$ cat config.mk
export PLATFORM = sky130hd
export DESIGN_NAME = pll_word_frequency_codec
export DESIGN_NICKNAME = d
export VERILOG_FILES = /design/src/hw/rtl/pwfc_pkg.sv /design/src/hw/rtl/pwfc_div_steps.sv /design/src/hw/rtl/pll_word_frequency_codec.sv
export SDC_FILE = /design/constraint.sdc
export NUM_CORES = 1
export LEC_CHECK = 0
export BUFFER_PORTS_ARGS = -buffer_cell sky130_fd_sc_hd__clkbuf_2
export CORE_ASPECT_RATIO = 0.8
export CORE_MARGIN = 1.5
export CORE_UTILIZATION = 35
export CTS_CLUSTER_DIAMETER = 200
export DETAILED_ROUTE_END_ITERATION = 6
export GPL_TIMING_DRIVEN = 0
export HOLD_SLACK_MARGIN = 0.08
export PLACE_DENSITY_LB_ADDON = 0.15
export SLEW_MARGIN = 40
export SYNTH_ARGS = -nofsm -noshare
export SYNTH_HDL_FRONTEND = slang
export SYNTH_SLANG_ARGS = --single-unit
export TNS_END_PERCENT = 100
$ cat constraint.sdc
create_clock -name clk -period 14.4 [get_ports clk]
set_input_delay 2.88 -clock clk [delete_from_list [all_inputs] [get_ports clk]]
set_output_delay 2.88 -clock clk [all_outputs]
set_load 0.02 [all_outputs]
$ cat src/hw/rtl/pwfc_pkg.sv
// Shared constants, types and helpers for the PLL word / frequency codec.
package pwfc_pkg;

	localparam int unsigned MAX_FREQ   = 6132;
	localparam int unsigned FB_W       = 9;
	localparam int unsigned PRE_W      = 5;
	localparam int unsigned POST_W     = 2;
	localparam int unsigned FREQ_W     = 13;
	localparam int unsigned NUM_W      = 14;
	localparam int unsigned DIV_STEPS  = 7;
	localparam int unsigned CAND_N     = 12;
	localparam logic [15:0] RECIP3     = 16'd43691;

	localparam logic [0:0] ACT_ENCODE = 1'b0;
	localparam logic [0:0] ACT_DECODE = 1'b1;

	// partial remainder and dividend/quotient shift word of the restoring divider
	typedef struct packed {
		logic [PRE_W-1:0] rem;
		logic [NUM_W-1:0] num;
	} div_t;

	// residue mod 3 of a 13-bit value: 4^k = 1 mod 3, so fold 2-bit digits
	function automatic logic [1:0] mod3(input logic [FREQ_W-1:0] v);
		logic [13:0] x;
		logic [4:0]  s;
		logic [2:0]  t;
		logic [2:0]  u;
		x = {1'b0, v};
		s = '0;
		for (int i = 0; i < 7; i++) begin
			s = s + {3'd0, x[2*i +: 2]};
		end
		t = {2'd0, s[4]} + {1'b0, s[3:2]} + {1'b0, s[1:0]};
		u = {2'd0, t[2]} + {1'b0, t[1:0]};
		if (u == 3'd3) begin
			return 2'd0;
		end else if (u == 3'd4) begin
			return 2'd1;
		end else begin
			return u[1:0];
		end
	endfunction

endpackage

$ cat src/hw/rtl/pwfc_div_steps.sv
// Seven restoring-division steps on the decode path.
module pwfc_div_steps (
	input  pwfc_pkg::div_t              din,
	input  logic [pwfc_pkg::PRE_W-1:0]  divisor,
	output pwfc_pkg::div_t              dout
);

	always_comb begin
		logic [pwfc_pkg::PRE_W:0] t;
		pwfc_pkg::div_t           d;
		d = din;
		for (int i = 0; i < pwfc_pkg::DIV_STEPS; i++) begin
			t = {d.rem, d.num[pwfc_pkg::NUM_W-1]};
			if (t >= {1'b0, divisor}) begin
				t     = t - {1'b0, divisor};
				d.num = {d.num[pwfc_pkg::NUM_W-2:0], 1'b1};
			end else begin
				d.num = {d.num[pwfc_pkg::NUM_W-2:0], 1'b0};
			end
			d.rem = t[pwfc_pkg::PRE_W-1:0];
		end
		dout = d;
	end

endmodule

$ cat src/hw/rtl/pll_word_frequency_codec.sv
// Top level of the PLL word / frequency codec.
// An accepted request is registered in stages 1, 2 and 3, then in the output register.
// Throughput: one request per cycle; a stalled output freezes the whole pipe.
// Encode: 12-way candidate search, one 13x16 multiply; decode: 14-step divide
// split over two stages.
// Reset clears all valid bits; payload registers are not reset.
module pll_word_frequency_codec (
	input  logic        clk,
	input  logic        arst_n,
	input  logic        in_valid,
	output logic        in_stall,
	input  logic        action,
	input  logic [15:0] value,
	output logic        out_valid,
	input  logic        out_stall,
	output logic [15:0] answer,
	output logic        error
);

	logic adv;
	assign adv      = !out_valid || !out_stall;
	assign in_stall = !adv;

	// stage 1 signals
	logic                            v_s1, act_s1, err_s1;
	logic [pwfc_pkg::FREQ_W-1:0]     f_s1;
	logic [1:0]                      m3_s1;
	pwfc_pkg::div_t                  dv_s1;
	logic [pwfc_pkg::PRE_W-1:0]      pre_s1;
	logic [pwfc_pkg::POST_W-1:0]     post_s1;

	// stage 2
	logic                            v_s2, act_s2, err_s2, m3z_s2;
	logic [pwfc_pkg::FREQ_W-1:0]     g_s2;
	pwfc_pkg::div_t                  dv_s2;
	logic [pwfc_pkg::PRE_W-1:0]      pre_s2;
	logic [pwfc_pkg::POST_W-1:0]     post_s2;

	// stage 3
	logic                            v_s3, act_s3, err_s3, m3z_s3;
	logic [pwfc_pkg::FREQ_W-1:0]     g_s3;
	logic [11:0]                     q3_s3;
	pwfc_pkg::div_t                  dv_s3;
	logic [pwfc_pkg::POST_W-1:0]     post_s3;

	// stage 1 combinational
	logic                        in_err;
	logic [pwfc_pkg::FB_W-1:0]   in_fb;
	logic [pwfc_pkg::PRE_W-1:0]  in_pre;
	logic [pwfc_pkg::POST_W-1:0] in_post;
	pwfc_pkg::div_t              in_dv;

	always_comb begin
		in_post = value[15:14];
		in_pre  = value[13:9];
		in_fb   = value[8:0];
		if (action == pwfc_pkg::ACT_DECODE) begin
			in_err = (in_pre == '0) || (in_post == '0);
		end else begin
			in_err = (value == 16'd0) || (value > 16'(pwfc_pkg::MAX_FREQ));
		end
		in_dv.rem = '0;
		// 12*fb = 8*fb + 4*fb
		in_dv.num = {2'd0, in_fb, 3'd0} + {3'd0, in_fb, 2'd0};
	end

	always_ff @(posedge clk or negedge arst_n) begin
		if (!arst_n) begin
			v_s1 <= 1'b0;
		end else if (adv) begin
			v_s1 <= in_valid;
		end
	end

	always_ff @(posedge clk) begin
		if (adv) begin
			act_s1  <= action;
			err_s1  <= in_err;
			f_s1    <= value[pwfc_pkg::FREQ_W-1:0];
			m3_s1   <= pwfc_pkg::mod3(value[pwfc_pkg::FREQ_W-1:0]);
			dv_s1   <= in_dv;
			pre_s1  <= (in_pre == '0) ? pwfc_pkg::PRE_W'(1) : in_pre;
			post_s1 <= in_post;
		end
	end

	// stage 2: pick the largest g <= f whose feedback value fits, plus 7 divide steps
	pwfc_pkg::div_t              dv_a;
	logic [pwfc_pkg::FREQ_W-1:0] g_sel;
	logic                        m3z_sel;

	pwfc_div_steps u_div_a (
		.din     (dv_s1),
		.divisor (pre_s1),
		.dout    (dv_a)
	);

	always_comb begin
		logic [pwfc_pkg::FREQ_W-1:0] g;
		logic [1:0]                  r;
		logic                        ok;
		g_sel   = f_s1;
		m3z_sel = (m3_s1 == 2'd0);
		for (int d = pwfc_pkg::CAND_N - 1; d >= 0; d--) begin
			g = f_s1 - pwfc_pkg::FREQ_W'(d);
			r = m3_s1;
			for (int k = 0; k < d % 3; k++) begin
				r = (r == 2'd0) ? 2'd2 : r - 2'd1;
			end
			if (r == 2'd0) begin
				ok = (g <= 13'd1535) || (!g[0] && g <= 13'd3071) ||
					(g[1:0] == 2'd0 && g <= 13'd6143);
			end else begin
				ok = (g <= 13'd511) || (!g[0] && g <= 13'd1023) ||
					(g[1:0] == 2'd0 && g <= 13'd2047);
			end
			if (ok) begin
				g_sel   = g;
				m3z_sel = (r == 2'd0);
			end
		end
	end

	always_ff @(posedge clk or negedge arst_n) begin
		if (!arst_n) begin
			v_s2 <= 1'b0;
		end else if (adv) begin
			v_s2 <= v_s1;
		end
	end

	always_ff @(posedge clk) begin
		if (adv) begin
			act_s2  <= act_s1;
			err_s2  <= err_s1;
			g_s2    <= g_sel;
			m3z_s2  <= m3z_sel;
			dv_s2   <= dv_a;
			pre_s2  <= pre_s1;
			post_s2 <= post_s1;
		end
	end

	// stage 3: exact g/3 by reciprocal multiply, remaining divide steps
	pwfc_pkg::div_t dv_b;
	logic [28:0]    prod;

	pwfc_div_steps u_div_b (
		.din     (dv_s2),
		.divisor (pre_s2),
		.dout    (dv_b)
	);

	assign prod = 29'(g_s2) * 29'(pwfc_pkg::RECIP3);

	always_ff @(posedge clk or negedge arst_n) begin
		if (!arst_n) begin
			v_s3 <= 1'b0;
		end else if (adv) begin
			v_s3 <= v_s2;
		end
	end

	always_ff @(posedge clk) begin
		if (adv) begin
			act_s3  <= act_s2;
			err_s3  <= err_s2;
			g_s3    <= g_s2;
			m3z_s3  <= m3z_s2;
			q3_s3   <= prod[28:17];
			dv_s3   <= dv_b;
			post_s3 <= post_s2;
		end
	end

	// stage 4: pack word or scale quotient
	logic [15:0]                 res;
	logic [pwfc_pkg::FREQ_W-1:0] fbp;
	logic [pwfc_pkg::FREQ_W-1:0] fbo;
	logic [pwfc_pkg::POST_W-1:0] pcode;
	logic [pwfc_pkg::PRE_W-1:0]  pre_e;
	logic [pwfc_pkg::NUM_W-1:0]  qsh;

	always_comb begin
		fbp   = m3z_s3 ? {1'b0, q3_s3} : g_s3;
		pre_e = m3z_s3 ? pwfc_pkg::PRE_W'(1) : pwfc_pkg::PRE_W'(3);
		if (fbp[1:0] == 2'd0) begin
			fbo   = fbp >> 2;
			pcode = 2'd1;
		end else if (!fbp[0]) begin
			fbo   = fbp >> 1;
			pcode = 2'd2;
		end else begin
			fbo   = fbp;
			pcode = 2'd3;
		end
		qsh = dv_s3.num >> (post_s3 - 2'd1);
		if (err_s3) begin
			res = '0;
		end else if (act_s3 == pwfc_pkg::ACT_DECODE) begin
			res = {2'd0, qsh};
		end else begin
			res = {pcode, pre_e, fbo[pwfc_pkg::FB_W-1:0]};
		end
	end

	always_ff @(posedge clk or negedge arst_n) begin
		if (!arst_n) begin
			out_valid <= 1'b0;
		end else if (adv) begin
			out_valid <= v_s3;
		end
	end

	always_ff @(posedge clk) begin
		if (adv) begin
			answer <= res;
			error  <= err_s3;
		end
	end

endmodule

# After elaboration in Yosys (flattened, before gate mapping)
# Index checks and enable logic that the tools add are counted.
# Widths: inputs -> output; s select.
totals:
  reg_bits: 141
  input_bits: 21
  output_inout_bits: 19
  word_cells: 369
op_classes:
  addsub: 37
  mul: 1
  order_cmp: 87
  n_eq_ne: 2
  shift: 1
  mux: 74
  n_reduce_logical: 136
ops:
  columns: ["op", "n"]
  rows:
  - ["$le 13x11->1 const B", 24]
  - ["$le 13x10->1 const B", 12]
  - ["$le 13x12->1 const B", 12]
  - ["$le 13x13->1 const B", 12]
  - ["$le 13x9->1 const B", 12]
  - ["$mux 13", 12]
  - ["$ge 6x5->1", 13]
  - ["$mux 5", 13]
  - ["$sub 5x5->5", 12]
  - ["$sub 13x3->13 const B", 4]
  - ["$sub 13x4->13 const B", 4]
  - ["$logic_or 1x1->1", 51]
  - ["$logic_and 1x1->1", 48]
  - ["$mux 1", 42]
  - ["$logic_not 2->1", 17]
  - ["$mul 13x16->28 const B", 1]
  - ["$sub 13x2->13 const B", 2]
  - ["$mux 9", 2]
  - ["$gt 16x13->1 const B", 1]
  - ["$logic_not 16->1", 1]
  - ["$logic_not 1->1", 15]
  - ["$mux 14", 1]
  - ["$shr 14x2->14", 1]
  - ["$add 12x11->13", 1]
  - ["other kinds (18)", 25]

# Logic depth before layout (Yosys ltp)
logic_depth:
  word_depth: 18
  mapped_depth: 63
  mapped_depth_nobuf: 62

# By module
# A second synthesis with hierarchy kept.
unflattened:
  cells_unflattened: 2106
  area_unflattened_um2: 18924.4
modules_own_cells:
  columns: ["mod", "n_inst", "cells_per_inst", "area_each_um2", "seq_area_each_um2"]
  rows:
  - ["pll_word_frequency_codec", 1, 1624, 14983.1, 4124.0]
  - ["pwfc_div_steps", 2, 241, 1970.6, 0.0]

# Worst setup path before layout
# No wires, ideal clock.
synth_path:
  path_kind: "register -> register"
  start: "reg pre_s1[1] (netlist name)"
  end: "reg dv_s2[16] (netlist name) (data pin)"
  setup_ns: 0.180
  arrival_time_ns: 10.973
  t_required_ns: 14.220
  setup_slack_ns: 3.247
  stages_incl_launch_ff: 58
  path_buffers: 1
  period_less_slack_ns: 11.153
  cell_sequence: "edfxtp_1 inv_1 ha_1 and3_1 ha_1 a31o_2 and2_1 ha_1 and4_1 a221oi_1 nand2_1 o21ai_0 inv_1 ha_1 and3_1 a31oi_1 and3_1 inv_2 [... 22 more ...] o21ai_0 nand2b_1 a41o_1 a21o_1 inv_1 o211a_1 mux2i_2 a21oi_1 fa_1 a21o_1 a21oi_1 nand2_1 a21o_1 nor3b_2 or2_1 buf_2 nor2_1 a221oi_1"
synth_lines:
  columns: ["element", "line_no", "text"]
  rows:
  - ["from (decl)", "pll_word_frequency_codec.sv:29", "logic [pwfc_pkg::PRE_W-1:0] pre_s1;"]
  - ["from (signal assigned)", "pll_word_frequency_codec.sv:82", "pre_s1 <= (in_pre == '0) ? pwfc_pkg::PRE_W'(1) : in_pre;"]
  - ["to (signal assigned)", "pll_word_frequency_codec.sv:138", "dv_s2 <= dv_a;"]
  - ["to (decl)", "pll_word_frequency_codec.sv:35", "pwfc_pkg::div_t dv_s2;"]

==> metrics.txt <==
status=finished clean; post-synthesis cell count=1972; Synth Cell Area=0.0175 sq mm; Avg Cell Area, Syn=8.87 sq um; 1st-iter DRT viols=1744; std cell rows=73; worst stage delay on the critical path=0.60 ns; layout cells sized above 1=9.53%; reg2reg end=dv_s3[0]$_DFFE_PN_; most frequent cells after synthesis=ha_1, inv_1, a21oi_1, nor2_1, edfxtp_1; post-synth cell types=104; Max Cap Viol=0; Hold Startpoint=act_s1$_DFFE_PN_; Critical-path top delay cell=edfxtp_1; reg2reg start=pre_s2[1]$_DFFE_PN_; Buf+Inv Stages, Crit Path=5; largest net degree at the start of global routing=45; die area=0.0513 sq mm; top-count cell post-synth=ha_1; Area contributors post-synth=edfxtp_1, ha_1, fa_1, xnor2_1, a21oi_1; RSZ-0062 raised after global routing=no; Async SR Flop Fraction=2.94%; Crit Path Max Fanout=8; Wirelength per Cell=23.2 um; Clock Latency Late Sink=0.44 ns; Synth Area in Compound Gates=20.3%; CP required=14.54 ns; Final Hold Viols=0; Post-Syn Nets=2246; initial antenna violation count=2; vias after detailed routing=15854; Post-Synth XOR/XNOR Area=7.06%; worst min path class=reg -> reg; post-synthesis adder-cell area fraction=21.4%; GRT Total Usage=24.8%; setup violators final=0; # DRC=0; Final Cycle Share=89.8%; CORE AREA=0.0495 sq mm; I/O Buffers=39; Worst setup SP type=register; Yosys reg bits=136; post-synthesis mux area share=5.36%; hold path cells=0; top cell type's share of synthesized area=22.7%; Ports=40; H-tree depth=4; max-slew violations=0; via/cell ratio=5.82; Finished Core Util=38.9%; Die Y=203 um; synth warn=0; Max Fclk=0.0773 GHz; WL final=63.2 mm; WP data arrival=13.08 ns; CTS Buf Count=17; Die Wd=253 um; Starting Density=35.3%; maximum clock path buffer count=2; Slew @ Worst Pin=0.948 ns; number of synthesized flops with an enable pin=132; Final ANT Viol Nets=0; Detailed Place HPWL=50.6 mm; gpl congestion=1.00; largest family of logic cells by synthesized area=adder cells; area growth from synthesis to layout=10.0%; Root Driver=clkbuf_16; first-pass GRT wire length=95.6 mm; crit path capture type=register; Synth area leader=edfxtp_1; post-synthesis sequential area ratio=23.2%; register-to-register setup slack=1.46 ns; CTS tree=done; CTS Sinks=136; setup TNS=0 ns; CP delay by family, top=compound AO/OA/AOI/OAI gates; remaining global-route overflow=0; vias in the first global route=15365; Final Skew=0.00887 ns; Pre-Repair DR Iteration Count=7; Clock transition at path regs=0.06 ns; ys flop type=edfxtp_1; CTS Hold Bufs=0; Worst Hold End=act_s2$_DFFE_PN_; fin crit period=12.94 ns; path depth of the worst reg2reg path=52; Layout Nets=2309; Slew HR=35.2%; simple-gate share of the synthesized area=16.0%; Crit Path Category=reg -> reg
## flip-flops by register name (all words and copies together) (netlist names), 5 cells and up
register / flops
dv_s2: 17
answer: 16
dv_s3: 14
f_s1: 13
g_s2: 13
g_s3: 11
q3_s3: 11
dv_s1: 10
pre_s1: 5
pre_s2: 5
## logic make-up (layout without fill, tap and decap cells)
group | count (synthesis) | count (layout)
AND/OR/NAND/NOR | 540 | 540
AO/OA/AOI/OAI | 524 | 524
buffers and inverters | 300 | 375
adder cells (fa/ha/maj) | 256 | 256
XOR/XNOR | 141 | 141
flip-flops | 136 | 136
multiplexers | 75 | 75
other | 0 | 2
## per-layer routing
| metal | wire, um | up-vias | track usage (%) |
|---|---|---|---|
| li1 | - | 7305 | - |
| met1 | 30300 | 7730 | 36.7 |
| met2 | 26000 | 738 | 36.1 |
| met3 | 5710 | 81 | 5.63 |
| met4 | 1120 | 0 | 5.90 |
| met5 | 0 | - | 0 |
## worst reg2reg max path, delay by kind of cell, from the launching register on
kind	cells	cell delay [ns]
flops	1	0.60
buf+inv	5	0.83
compound gates	24	5.96
fa+ha+maj	8	2.57
simple gates	12	1.77
mux	3	0.92
## placed cells by master (no fill, tap or decap), types with 10 or more instances in the layout
cell type  instances
clkbuf_1          75
or3_1             21
xnor2_1          113
o31ai_1           10
a211oi_1          19
clkbuf_2          39
buf_2             26
fa_1              72
nand2_1          108
o21ai_1           25
nor2_1           133
o211ai_1          16
and2_1            26
a21oi_1          135
o21ai_0           79
a21o_1            42
ha_1             181
a31oi_1           26
nor3_1            39
a221oi_1          13
mux4_2            12
xor2_1            28
edfxtp_1         132
nand4_1           23
mux2i_1           36
nand3_1           54
nand2b_1          27
clkbuf_16         17
inv_1            179
o21a_1            13
mux2_2            23
nor2b_1           25
and3_1            14
## metrics by stage
stage / instance area (sq um) / setup slack, ns / std cells / hold WS [ns]
after floorplan: 17500 / 3.25 / 1972 / 0.400
after global placement: 18500 / 0.973 / 2686 / 0.402
after detailed placement: 18600 / 0.907 / 2689 / 0.405
after CTS: 19200 / 0.849 / 2720 / 0.412
after global routing: 19200 / 0.161 / 2722 / 0.420
final: 19200 / 1.46 / 2724 / 0.411
## layout make-up
cell class | count | area [sq um]
flip-flops and latches | 136 | 4060
repair buffers | 44 | 270
plain buffers | 109 | 453
fillers | 5139 | 30300
diodes | 2 | 5.00
clock inverters | 13 | 154
clock buffers | 18 | 429
inverters | 191 | 717
multi-input cells | 1536 | 12300
well taps | 675 | 845
## what timing repair did
| action | in CTS | in global routing |
|---|---|---|
| setup buffers | 0 | 2 |
| setup endpoints to repair | 0 | 6 |
| gates resized for setup | 0 | 1 |
## worst max-delay path by stage
stage / start / to / slack (ns) / cells past startpoint
final: pre_s2[1]$_DFFE_PN_ / dv_s3[0]$_DFFE_PN_ / 1.46 / 52
after global routing: pre_s2[1]$_DFFE_PN_ / dv_s3[0]$_DFFE_PN_ / 0.16 / 52
after CTS: pre_s1[1]$_SDFFCE_PN0N_ / dv_s2[16]$_DFFE_PN_ / 0.85 / 57
after detailed placement: pre_s1[1]$_SDFFCE_PN0N_ / dv_s2[16]$_DFFE_PN_ / 0.91 / 57
after global placement: pre_s1[1]$_SDFFCE_PN0N_ / dv_s2[16]$_DFFE_PN_ / 0.97 / 57
after floorplan: pre_s1[1]$_SDFFCE_PN0N_ / dv_s2[16]$_DFFE_PN_ / 3.25 / 57
Power is left out: the tool's default activity adds up to more than one toggle a clock period on the data nets, which glitch-free logic cannot reach.
